[src/rtl/tfge_pkg.sv]
// Shared types, constants and the gain table for the track fade envelope.
`timescale 1ns / 1ps

package tfge_pkg;

  // Field and datapath widths
  localparam int unsigned TrackW    = 3;
  localparam int unsigned NumTracks = 8;
  localparam int unsigned RateW     = 16;
  localparam int unsigned MsW       = 16;
  localparam int unsigned CountW    = 10;
  localparam int unsigned VolW      = 11;
  localparam int unsigned PosW      = 22;
  localparam int unsigned SumW      = PosW + 1;
  localparam int unsigned MulAW     = 16;
  localparam int unsigned MulW      = MulAW + SumW;
  localparam int unsigned DivW      = 33;
  localparam int unsigned DivCntW   = 6;

  localparam logic [RateW-1:0] RateReset = 16'd44100;
  localparam logic [PosW-1:0]  LenMax    = 22'h3FFFFF;
  localparam logic [PosW-1:0]  MsDivisor = 22'd1000;
  localparam logic [VolW-1:0]  UnityVol  = 11'd256;
  localparam int               GainMin   = -16;
  localparam int               GainMax   = 8;

  typedef enum logic [1:0] {
    KIND_SET_GAIN = 2'd0,
    KIND_PLAY     = 2'd1,
    KIND_STOP     = 2'd2,
    KIND_ADVANCE  = 2'd3
  } kind_e;

  typedef enum logic [1:0] {
    ST_IDLE = 2'd0,
    ST_MUL  = 2'd1,
    ST_DIV  = 2'd2,
    ST_FIN  = 2'd3
  } state_e;

  typedef struct packed {
    kind_e                   kind;
    logic [TrackW-1:0]       track;
    logic signed [7:0]       gain_step;
    logic [MsW-1:0]          fade_ms;
    logic [CountW-1:0]       sample_count;
  } in_item_t;

  typedef struct packed {
    logic [TrackW-1:0] track_echo;
    logic [VolW-1:0]   volume;
    logic              playing;
    logic              fading;
  } out_item_t;

  typedef struct packed {
    logic            play;
    logic            fade;
    logic            fade_out;
    logic [VolW-1:0] base_vol;
    logic [VolW-1:0] cur_vol;
    logic [PosW-1:0] fade_pos;
    logic [PosW-1:0] fade_len;
  } track_state_t;

  localparam track_state_t TrackReset = '{
    play:     1'b0,
    fade:     1'b0,
    fade_out: 1'b0,
    base_vol: UnityVol,
    cur_vol:  UnityVol,
    fade_pos: '0,
    fade_len: '0
  };

  // Clamp a quarter-octave gain and look up its base volume
  function automatic logic [VolW-1:0] gain_volume(logic signed [7:0] gain);
    logic [4:0]      idx;
    logic [VolW-1:0] vol;
    if (gain < GainMin) begin
      idx = 5'd0;
    end else if (gain > GainMax) begin
      idx = 5'(GainMax - GainMin);
    end else begin
      idx = 5'(gain - GainMin);
    end
    case (idx)
      5'd0:    vol = 11'd16;
      5'd1:    vol = 11'd19;
      5'd2:    vol = 11'd22;
      5'd3:    vol = 11'd26;
      5'd4:    vol = 11'd32;
      5'd5:    vol = 11'd38;
      5'd6:    vol = 11'd45;
      5'd7:    vol = 11'd53;
      5'd8:    vol = 11'd64;
      5'd9:    vol = 11'd76;
      5'd10:   vol = 11'd90;
      5'd11:   vol = 11'd107;
      5'd12:   vol = 11'd128;
      5'd13:   vol = 11'd152;
      5'd14:   vol = 11'd181;
      5'd15:   vol = 11'd215;
      5'd16:   vol = 11'd256;
      5'd17:   vol = 11'd304;
      5'd18:   vol = 11'd362;
      5'd19:   vol = 11'd430;
      5'd20:   vol = 11'd512;
      5'd21:   vol = 11'd608;
      5'd22:   vol = 11'd724;
      5'd23:   vol = 11'd861;
      5'd24:   vol = 11'd1024;
      default: vol = UnityVol;
    endcase
    return vol;
  endfunction

endpackage

[src/rtl/track_fade_gain_envelope_core.sv]
// Top level of the per-track linear fade volume envelope.
// An accepted item passes through the MUL, DIV and FIN sequencer states, and a new
// item waits until the last one is done; the 33-step serial divider sets the pace.
// Input stall stays high from accept until the result enters the output register.
// Reset: all tracks stopped at unity volume, sample rate 44100.
`timescale 1ns / 1ps

module track_fade_gain_envelope_core (
  input  logic                         clk_i,
  input  logic                         rst_ni,
  input  logic                         cfg_valid_i,
  output logic                         cfg_ready_o,
  input  logic [tfge_pkg::RateW-1:0]   cfg_data_i,
  input  logic                         in_valid_i,
  output logic                         in_stall_o,
  input  tfge_pkg::in_item_t           in_item_i,
  output logic                         out_valid_o,
  input  logic                         out_stall_i,
  output tfge_pkg::out_item_t          out_item_o
);

  tfge_pkg::state_e              state_q, state_d;
  logic [tfge_pkg::RateW-1:0]    rate_q;
  tfge_pkg::in_item_t            item_q;
  tfge_pkg::out_item_t           out_q, out_d;
  logic                          out_valid_q, out_valid_d;

  tfge_pkg::track_state_t        rd_state;
  tfge_pkg::track_state_t        nx_state;
  logic                          in_accept;
  logic                          out_free;
  logic                          div_start;
  logic                          div_busy;
  logic                          commit;
  logic [tfge_pkg::DivW-1:0]     quotient;

  logic                          fade_kind;
  logic [tfge_pkg::VolW-1:0]     base_used;
  logic [tfge_pkg::SumW-1:0]     pos_sum;
  logic [tfge_pkg::MulAW-1:0]    mul_a;
  logic [tfge_pkg::SumW-1:0]     mul_b;
  logic [tfge_pkg::MulW-1:0]     product;
  logic [tfge_pkg::PosW-1:0]     divisor;
  logic [tfge_pkg::PosW-1:0]     fade_len;
  logic [tfge_pkg::VolW-1:0]     part;

  assign cfg_ready_o = 1'b1;
  assign in_accept   = in_valid_i && !in_stall_o;
  assign out_free    = !out_valid_q || !out_stall_i;
  assign out_valid_o = out_valid_q;
  assign out_item_o  = out_q;

  // Sample rate register
  always_ff @(posedge clk_i or negedge rst_ni) begin
    if (!rst_ni) begin
      rate_q <= tfge_pkg::RateReset;
    end else if (cfg_valid_i && cfg_ready_o) begin
      rate_q <= cfg_data_i;
    end
  end

  tfge_track_regs u_regs (
    .clk_i      (clk_i),
    .rst_ni     (rst_ni),
    .rd_idx_i   (item_q.track),
    .rd_state_o (rd_state),
    .wr_en_i    (commit),
    .wr_idx_i   (item_q.track),
    .wr_state_i (nx_state)
  );

  // Pick multiplier and divisor operands: fade length or volume ratio
  always_comb begin
    fade_kind = item_q.kind inside {tfge_pkg::KIND_PLAY, tfge_pkg::KIND_STOP};
    base_used = (item_q.kind == tfge_pkg::KIND_SET_GAIN) ?
                tfge_pkg::gain_volume(item_q.gain_step) : rd_state.base_vol;
    pos_sum   = {1'b0, rd_state.fade_pos} +
                ((item_q.kind == tfge_pkg::KIND_ADVANCE) ?
                 tfge_pkg::SumW'(item_q.sample_count) : '0);
    mul_a     = fade_kind ? rate_q : tfge_pkg::MulAW'(base_used);
    mul_b     = fade_kind ? tfge_pkg::SumW'(item_q.fade_ms) : pos_sum;
    product   = tfge_pkg::MulW'(mul_a) * tfge_pkg::MulW'(mul_b);
    divisor   = fade_kind ? tfge_pkg::MsDivisor : rd_state.fade_len;
  end

  tfge_serial_div u_div (
    .clk_i      (clk_i),
    .rst_ni     (rst_ni),
    .start_i    (div_start),
    .dividend_i (product[tfge_pkg::DivW-1:0]),
    .divisor_i  (divisor),
    .busy_o     (div_busy),
    .quotient_o (quotient)
  );

  // Work out the track's next state from the quotient
  always_comb begin
    fade_len = (quotient > tfge_pkg::DivW'(tfge_pkg::LenMax)) ?
               tfge_pkg::LenMax : quotient[tfge_pkg::PosW-1:0];
    part     = quotient[tfge_pkg::VolW-1:0];
    nx_state = rd_state;
    nx_state.base_vol = base_used;
    case (item_q.kind)
      tfge_pkg::KIND_SET_GAIN, tfge_pkg::KIND_ADVANCE: begin
        if (!rd_state.fade) begin
          nx_state.cur_vol = base_used;
        end else if (pos_sum >= {1'b0, rd_state.fade_len}) begin
          nx_state.fade_pos = (pos_sum > {1'b0, tfge_pkg::LenMax}) ?
                              tfge_pkg::LenMax : pos_sum[tfge_pkg::PosW-1:0];
          nx_state.fade = 1'b0;
          if (rd_state.fade_out) begin
            nx_state.play    = 1'b0;
            nx_state.cur_vol = '0;
          end else begin
            nx_state.cur_vol = base_used;
          end
        end else begin
          nx_state.fade_pos = pos_sum[tfge_pkg::PosW-1:0];
          nx_state.cur_vol  = rd_state.fade_out ? base_used - part : part;
        end
      end
      tfge_pkg::KIND_PLAY: begin
        if (!rd_state.play) begin
          nx_state.play = 1'b1;
          if (fade_len == '0) begin
            nx_state.fade    = 1'b0;
            nx_state.cur_vol = base_used;
          end else begin
            nx_state.fade     = 1'b1;
            nx_state.fade_out = 1'b0;
            nx_state.fade_pos = '0;
            nx_state.fade_len = fade_len;
            nx_state.cur_vol  = '0;
          end
        end
      end
      tfge_pkg::KIND_STOP: begin
        if (rd_state.play) begin
          if (fade_len == '0) begin
            nx_state.play = 1'b0;
            nx_state.fade = 1'b0;
          end else if (!rd_state.fade || !rd_state.fade_out) begin
            nx_state.fade     = 1'b1;
            nx_state.fade_out = 1'b1;
            nx_state.fade_pos = '0;
            nx_state.fade_len = fade_len;
            nx_state.cur_vol  = base_used;
          end
        end
      end
      default: begin
        nx_state = rd_state;
      end
    endcase
  end

  // Sequencer next state
  always_comb begin
    state_d = state_q;
    case (state_q)
      tfge_pkg::ST_IDLE: if (in_accept) state_d = tfge_pkg::ST_MUL;
      tfge_pkg::ST_MUL:  state_d = tfge_pkg::ST_DIV;
      tfge_pkg::ST_DIV:  if (!div_busy) state_d = tfge_pkg::ST_FIN;
      tfge_pkg::ST_FIN:  if (out_free) state_d = tfge_pkg::ST_IDLE;
      default:           state_d = tfge_pkg::ST_IDLE;
    endcase
  end

  // Sequencer outputs
  always_comb begin
    in_stall_o = 1'b1;
    div_start  = 1'b0;
    commit     = 1'b0;
    case (state_q)
      tfge_pkg::ST_IDLE: in_stall_o = 1'b0;
      tfge_pkg::ST_MUL:  div_start  = 1'b1;
      tfge_pkg::ST_DIV:  commit     = 1'b0;
      tfge_pkg::ST_FIN:  commit     = out_free;
      default:           in_stall_o = 1'b1;
    endcase
  end

  // Load the output register on commit, drop it once taken
  always_comb begin
    out_valid_d = out_valid_q;
    out_d       = out_q;
    if (commit) begin
      out_valid_d      = 1'b1;
      out_d.track_echo = item_q.track;
      out_d.volume     = nx_state.cur_vol;
      out_d.playing    = nx_state.play;
      out_d.fading     = nx_state.fade;
    end else if (!out_stall_i) begin
      out_valid_d = 1'b0;
    end
  end

  always_ff @(posedge clk_i or negedge rst_ni) begin
    if (!rst_ni) begin
      state_q     <= tfge_pkg::ST_IDLE;
      out_valid_q <= 1'b0;
    end else begin
      state_q     <= state_d;
      out_valid_q <= out_valid_d;
    end
  end

  // Hold the accepted item and the result payload
  always_ff @(posedge clk_i) begin
    if (in_accept) begin
      item_q <= in_item_i;
    end
    out_q <= out_d;
  end

  // A new result appears only out of the final sequencer step
  a_out_from_fin: assert property (@(posedge clk_i) disable iff (!rst_ni)
    $rose(out_valid_q) |-> $past(state_q == tfge_pkg::ST_FIN))
    else $error("result loaded outside the final step");

  // The divider is quiet whenever the block can take an item
  a_div_idle: assert property (@(posedge clk_i) disable iff (!rst_ni)
    (state_q == tfge_pkg::ST_IDLE) |-> !div_busy)
    else $error("divider busy while idle");

  // A fading track is always a playing track
  a_fade_plays: assert property (@(posedge clk_i) disable iff (!rst_ni)
    out_valid_o |-> (out_item_o.playing || !out_item_o.fading))
    else $error("fade reported on a stopped track");

  // Volume never exceeds the top of the gain table
  a_vol_range: assert property (@(posedge clk_i) disable iff (!rst_ni)
    out_valid_o |-> (out_item_o.volume <= 11'd1024))
    else $error("volume out of range");

endmodule

[src/rtl/tfge_serial_div.sv]
// Restoring divider that produces one quotient bit per cycle.
`timescale 1ns / 1ps

module tfge_serial_div (
  input  logic                         clk_i,
  input  logic                         rst_ni,
  input  logic                         start_i,
  input  logic [tfge_pkg::DivW-1:0]    dividend_i,
  input  logic [tfge_pkg::PosW-1:0]    divisor_i,
  output logic                         busy_o,
  output logic [tfge_pkg::DivW-1:0]    quotient_o
);

  logic [tfge_pkg::DivCntW-1:0] cnt_q, cnt_d;
  logic [tfge_pkg::PosW-1:0]    rem_q, rem_d;
  logic [tfge_pkg::DivW-1:0]    quo_q, quo_d;
  logic [tfge_pkg::PosW-1:0]    dsr_q, dsr_d;
  logic [tfge_pkg::SumW-1:0]    trial;
  logic [tfge_pkg::SumW-1:0]    diff;
  logic                         fits;

  assign busy_o     = (cnt_q != '0);
  assign quotient_o = quo_q;

  // Shift in the next dividend bit and try to subtract the divisor
  always_comb begin
    trial = {rem_q, quo_q[tfge_pkg::DivW-1]};
    diff  = trial - {1'b0, dsr_q};
    fits  = (trial >= {1'b0, dsr_q});
    cnt_d = cnt_q;
    rem_d = rem_q;
    quo_d = quo_q;
    dsr_d = dsr_q;
    if (start_i) begin
      cnt_d = tfge_pkg::DivCntW'(tfge_pkg::DivW);
      rem_d = '0;
      quo_d = dividend_i;
      dsr_d = divisor_i;
    end else if (busy_o) begin
      cnt_d = cnt_q - 1'b1;
      rem_d = fits ? diff[tfge_pkg::PosW-1:0] : trial[tfge_pkg::PosW-1:0];
      quo_d = {quo_q[tfge_pkg::DivW-2:0], fits};
    end
  end

  always_ff @(posedge clk_i or negedge rst_ni) begin
    if (!rst_ni) begin
      cnt_q <= '0;
    end else begin
      cnt_q <= cnt_d;
    end
  end

  always_ff @(posedge clk_i) begin
    rem_q <= rem_d;
    quo_q <= quo_d;
    dsr_q <= dsr_d;
  end

endmodule

[src/rtl/tfge_track_regs.sv]
// Per-track envelope state registers with one read and one write port.
`timescale 1ns / 1ps

module tfge_track_regs (
  input  logic                           clk_i,
  input  logic                           rst_ni,
  input  logic [tfge_pkg::TrackW-1:0]    rd_idx_i,
  output tfge_pkg::track_state_t         rd_state_o,
  input  logic                           wr_en_i,
  input  logic [tfge_pkg::TrackW-1:0]    wr_idx_i,
  input  tfge_pkg::track_state_t         wr_state_i
);

  tfge_pkg::track_state_t regs_q [tfge_pkg::NumTracks];

  assign rd_state_o = regs_q[rd_idx_i];

  // Write back the committed state of one track
  always_ff @(posedge clk_i or negedge rst_ni) begin
    if (!rst_ni) begin
      for (int i = 0; i < tfge_pkg::NumTracks; i++) begin
        regs_q[i] <= tfge_pkg::TrackReset;
      end
    end else if (wr_en_i) begin
      regs_q[wr_idx_i] <= wr_state_i;
    end
  end

endmodule
[config.mk]
export PLATFORM = sky130hd
export DESIGN_NAME = track_fade_gain_envelope_core
export DESIGN_NICKNAME = d
export VERILOG_FILES = /design/src/rtl/tfge_pkg.sv /design/src/rtl/track_fade_gain_envelope_core.sv /design/src/rtl/tfge_serial_div.sv /design/src/rtl/tfge_track_regs.sv
export SDC_FILE = /design/constraint.sdc
export NUM_CORES = 2
export LEC_CHECK = 0
export CAP_MARGIN = 20
export CORE_MARGIN = 2
export CORE_UTILIZATION = 55
export CTS_CLUSTER_DIAMETER = 30
export DETAILED_ROUTE_END_ITERATION = 10
export DONT_BUFFER_PORTS = 1
export MAX_ROUTING_LAYER = met4
export PLACE_DENSITY = 0.7
export SYNTH_ARGS = -nofsm -noshare
export SYNTH_HDL_FRONTEND = slang
export SYNTH_SLANG_ARGS = --single-unit
[constraint.sdc]
create_clock -name clk_i -period 26.2 [get_ports clk_i]
set_clock_uncertainty 0.05 [all_clocks]
set_input_delay 5.24 -clock clk_i [delete_from_list [all_inputs] [get_ports clk_i]]
set_output_delay 5.24 -clock clk_i [all_outputs]
set_load 0.02 [all_outputs]
* Word level (Yosys, flattened, before mapping)
Memories as Yosys holds them, arrays and structs flattened. Cells that the tools add are included.
Word-level totals: register bits after elaboration 709, ROM bits 352, logic and storage cells 167, memories kept 1, output and inout port bits 19
Operators by class: reduce and logical (&&, ||, !) cells 16, muxes and demuxes 53, add/sub/neg operators 5, equality and inequality tests 10, magnitude comparators 8, bitwise gates (word level) 1, multipliers 1
Memories:
- (name not given) | depth 32, bits a word 11, read ports 1, clocked after Yosys merged registers in 0, write ports 0, RTL line tfge_pkg.sv:87 | case (idx)
Operators by type and width (number):
- bitwise mux 552 bit | 1
- two-way mux 55 bit | 4
- binary-select mux 69 bit (select 3 bit) | 1
- demux 69 bit (select 3 bit) | 1
- two-way mux 69 bit | 3
- two-way mux 33 bit | 3
- one-hot mux 33 bit (3 select lines) | 1
- two-way mux 22 bit | 4
- two-way mux 11 bit | 5
- greater-or-equal comparator 23 x 22 -> 1 bit | 2
- two-way mux 44 bit | 1
- one-hot mux 22 bit (2 select lines) | 1
- greater-than comparator 33 x 22 -> 1 bit, second input constant | 1
- multiplier 16 x 23 -> 33 bit | 1
- adder 22 x 10 -> 23 bit | 1
- greater-than comparator 23 x 22 -> 1 bit, second input constant | 1
- two-way mux 23 bit | 1
- logical NOT 22 bit | 1
- subtractor 22 bit | 1
- two-way mux 16 bit | 1
- two-way mux 2 bit | 7
- two-way mux 6 bit | 2
- subtractor 11 bit | 1
- two-way mux 1 bit | 10
- 25 further kinds | 39

* Depth between registers and ports, before layout
depth after elaboration 11, gate-level depth with buffers 44, mapped depth without buffers 36

* Modules after synthesis
Synthesis repeated with hierarchy kept, for this count alone.
Unflattened totals: cells, all modules 3977, area total of the unflattened synthesis 47385.4 um^2
By module, submodules not included:
- tfge_track_regs | cells each 1421, area an instance 24619.9 um^2, times used 1, sequential area each 13833.3 um^2
- track_fade_gain_envelope_core | cells each 2090, area an instance 17893.4 um^2, times used 1, sequential area each 2134.5 um^2
- tfge_serial_div | cells each 466, area an instance 4872.2 um^2, times used 1, sequential area each 2242.2 um^2

* Least setup slack after synthesis
No wires, ideal clock.
kind register to register, start reg item_q[36] (netlist bit), end reg u_div.quo_q, in the netlist u_div.quotient_o[31], data pin, arrival 9824 ps, library setup time 260 ps, data required time 25890 ps, path buffers 7, clock period less this slack 10134 ps, setup slack 16066 ps, cell stages (with the launch flop) 41, cell sequence edfxtp_1 -> buf_4 -> buf_6 -> buf_4 -> buf_6 -> buf_4 -> nor2_1 -> buf_2 -> buf_4 -> a22oi_1 -> nand4_1 -> ha_1 -> inv_1 -> fa_1 -> nor2b_1 -> o31a_1 -> o211ai_1 -> a2111oi_4 -> (+5 left out) -> fa_1 -> fa_1 -> inv_1 -> fa_1 -> fa_1 -> inv_1 -> fa_1 -> inv_1 -> ha_1 -> a21o_1 -> a211o_1 -> a21oi_1 -> o22ai_1 -> a31o_2 -> a2111oi_0 -> nor3_1 -> xor2_1 -> mux2_2
Between the ends: cells in the longest elaborated chain, start to end 8, elaborated cells on any way between the ends 10, classes of those cells 1 x add/sub; 1 x mul; 7 x mux; 1 x bitwise
RTL lines:
- start: declaration | RTL line track_fade_gain_envelope_core.sv:24 | tfge_pkg::in_item_t item_q;
- start signal: assignment | RTL line track_fade_gain_envelope_core.sv:211 | item_q <= in_item_i;
- inverter 3 -> 4 bit (not written as such) (*) | RTL line tfge_track_regs.sv:16 | assign rd_state_o = regs_q[rd_idx_i];
- binary-select mux 69 bit (select 3 bit) (*) | RTL line tfge_track_regs.sv:16
- two-way mux 69 bit (not written as such) (*) (2 in a row) | RTL line tfge_track_regs.sv:16
- adder 22 x 10 -> 23 bit / two-way mux 11 bit (equally long branches) | RTL line track_fade_gain_envelope_core.sv:77, track_fade_gain_envelope_core.sv:75
- two-way mux 23 bit / two-way mux 16 bit (equally long branches) | RTL line track_fade_gain_envelope_core.sv:81, track_fade_gain_envelope_core.sv:80
- multiplier 16 x 23 -> 33 bit (*) | RTL line track_fade_gain_envelope_core.sv:82 | product = tfge_pkg::MulW'(mul_a) * tfge_pkg::MulW'(mul_b);
- two-way mux 33 bit (*) | RTL line tfge_serial_div.sv:34 | if (start_i) begin
- via u_div.quo_d, one bit | RTL line tfge_serial_div.sv:16 | logic [tfge_pkg::DivW-1:0] quo_q, quo_d;
- end signal: assignment | RTL line tfge_serial_div.sv:56 | quo_q <= quo_d;
- end: declaration | RTL line tfge_serial_div.sv:16
Mark *: on every way through the listed nets, which the timed path passes. The rest lies on a longest branch. The select of a mux whose other input is x is not followed. A chain may end at the register's enable or synchronous reset.

* Worst setup path after layout
Same ends and word-level chain as after synthesis.

==> metrics.cfg <==
[outcome]
status=complete, but fails checks
violations=max-slew violations

[global_routing]
grt_pass1_wl_um=210000
grt_overflow=0
antenna_found_initial=2
track_usage_pct=33.0
grt_max_degree=578
grt_pass1_vias=36200

[timing]
relSlewSlack_pct=-38.5
whs_ns=0.412
max_freq_mhz=85.8
finalSetupTns_ns=0
min_period_over_period_pct=44.5
setup_viol=0
hold_viol=0
fin_crit_ns=11.66
finalMaxSlewViolations=237
rsz0062_at_grt=no
tightest_slew_ns=2.08

[setup_path]
crit_type=flip-flop to flip-flop
worst_r2r_endpoint=u_div.quotient_o[31]
cp_max_fo=45
critPathCaptureType=flip-flop
crit_path_start_kind=flip-flop
crit_top_cell=fa_1
r2r-start=item_q[36]
crit_arrival_ns=12.10
rrSetupSlack_ns=14.54
crit_path_top_delay_cell=buf_4
worstPathRequired_ns=26.64
reg2reg_depth=32
slowest_delay_ns=0.68

[finish]
utilization_pct=62.6
syn2layout_area_growth_pct=13.0
fillerInstances=6764
seq_area_um2=18200
multi_input_area_um2=24500
drive_above_1_share_pct=12.0
nNetsFinal=5209

[placement]
io_buffers=0
place_congestion=0.955
place_hpwl_um=89600

[yosys]
synth_enable_flop_cells=110
yosysWarnings=0
seq_area_frac_synth_pct=40.2
synth-async-reset-ratio_pct=81.4
synth_top_area_share_pct=30.6
synth_most_common_cell=nand2_1
synthTopCellsByArea=dfrtp_1 31%, fa_1 12%, edfxtp_1 7.3%
synth_common_cells=812 x nand2_1, 555 x dfrtp_1, 452 x o21ai_0
synth.distinct_cells=117
synth_seq_cells=709
syn_avg_cell_area_um2=9.53
ys.flop_type=dfrtp_1
yosysTopAreaCell=dfrtp_1
synthCells=4761
mappedNetlistArea_um2=45400

[hold_path]
holdPathEnd=u_div.rem_q[21]
hp-class=flip-flop to flip-flop
min_from=u_div.rem_q[21]
hold_depth=2

[clock_tree]
cts_buffer_depth=3
cts_sinks=709
clock_insertion_delay_worst_skew_ns=0.75
cts_hold_buf=0
cts_tree=built
cts.repair.resized=0
htreeDepth=4
clk_pin_slew_ns=0.05
cts_made_buffers=146
cts-root-buf=clkbuf_16
post_cts_buffers=0

[route]
num_vias=36100
drt_iter0_drc=3360
routed_wl_um=134000
drtAntennaViolNets=0
routedWlPerCell_um=22.7
dr.pass1.iters=6
drc=0
vias_per_cell=6.11

[floorplanning]
start_util_pct=55.4
row_count=105
die_h_um=291
coreArea_um2=81800
die_area_um2=84800
ios=79
die_w_um=291

[flow_run]
cap_violations=0

==> flip-flops by register name, summed over array words and instances, names as in the netlist <==
signal / flops
u_div.dsr_q: 22
u_div.quotient_o: 33
u_regs.regs_q: 552
out_item_o: 16
item_q: 39
rate_q: 16
u_div.rem_q: 22
state_q: 2
u_div.cnt_q: 6
out_valid_o: 1
==> logic make-up (layout without fill, tap and decap cells) <==
kind of cell | count (synthesis) | count (layout) | share of synthesized area (%)
AO/OA/AOI/OAI | 1216 | 1216 | 17.1
XOR/XNOR | 75 | 75 | 1.48
adder cells (fa/ha/maj) | 438 | 438 | 16.8
flip-flops | 709 | 709 | 40.2
other | 2 | 18 | 0.0166
AND/OR/NAND/NOR | 1454 | 1454 | 14.0
buffers and inverters | 703 | 762 | 6.19
multiplexers | 164 | 164 | 4.36
==> worst max path at each step <==
stage / end / slack (ns) / start
after floorplan: u_div.quotient_o[31] / 16.07 / item_q[36]
after global placement: u_div.quotient_o[31] / 14.91 / item_q[36]
after detailed placement: u_div.quotient_o[31] / 14.64 / item_q[36]
after CTS: u_div.quotient_o[31] / 14.57 / item_q[36]
after global routing: u_div.quotient_o[32] / 13.77 / item_q[36]
final: u_div.quotient_o[31] / 14.54 / item_q[36]
==> layout by cell type (no fill, tap or decap), drive strengths merged, types with 19 or more instances in the layout <==
| cell | count |
|---|---|
| a211oi | 19 |
| a21o | 27 |
| a21oi | 122 |
| a221oi | 43 |
| a22o | 26 |
| a22oi | 96 |
| a311oi | 20 |
| a31oi | 28 |
| and2 | 24 |
| and3 | 83 |
| buf | 68 |
| clkbuf | 182 |
| clkinv | 39 |
| clkinvlp | 19 |
| dfrtp | 555 |
| dfstp | 22 |
| dfxtp | 22 |
| edfxtp | 110 |
| fa | 282 |
| ha | 156 |
| inv | 436 |
| mux2 | 111 |
| mux2i | 38 |
| nand2 | 814 |
| nand2b | 20 |
| nand3 | 48 |
| nand4 | 25 |
| nor2 | 290 |
| nor2b | 25 |
| nor3 | 50 |
| nor4 | 23 |
| o211ai | 21 |
| o21a | 37 |
| o21ai | 629 |
| o22ai | 44 |
| xnor2 | 52 |
| xor2 | 23 |
==> layout make-up <==
class | instances | share of cell area [%]
sequential | 709 | 35.5
timing repair buffer | 68 | 1.03
clock buffer | 182 | 7.71
tap | 1070 | 2.61
inverter | 423 | 3.10
antenna | 2 | 0.00977
multi-input combinational | 3363 | 47.9
clock inverter | 89 | 2.13
==> per-layer routing <==
metal	up-vias	part of all wire, %	track usage (%)
met1	17900	41	43.7
met2	1578	46	50.1
met5	-	0	-
met4	0	4.4	14.3
met3	347	8.3	6.15
li1	16300	-	-
==> critical path: cells and delay by family (launching register included) <==
kind / cells / cell delay (ns)
adders and majority gates: 8 / 3.65
AOI/OAI and AO/OA: 10 / 3.51
muxes: 1 / 0.26
and+or+nand+nor: 5 / 1.11
xor gates and xnor gates: 2 / 0.70
DFF: 1 / 0.31
buffers and inverters: 6 / 1.80
==> through the flow <==
stage                     cell area, um2  setup slack [ns]  cells
after floorplan                    45400             16.07   4775
after global placement             46200             14.91   5630
after detailed placement           46200             14.64   5631
after CTS                          51200             14.57   5902
after global routing               51200             13.77   5906
final                              51200             14.54   5906
Power is not shown: default switching activity piles up to over one toggle a cycle in this logic, so the estimate is an artifact.
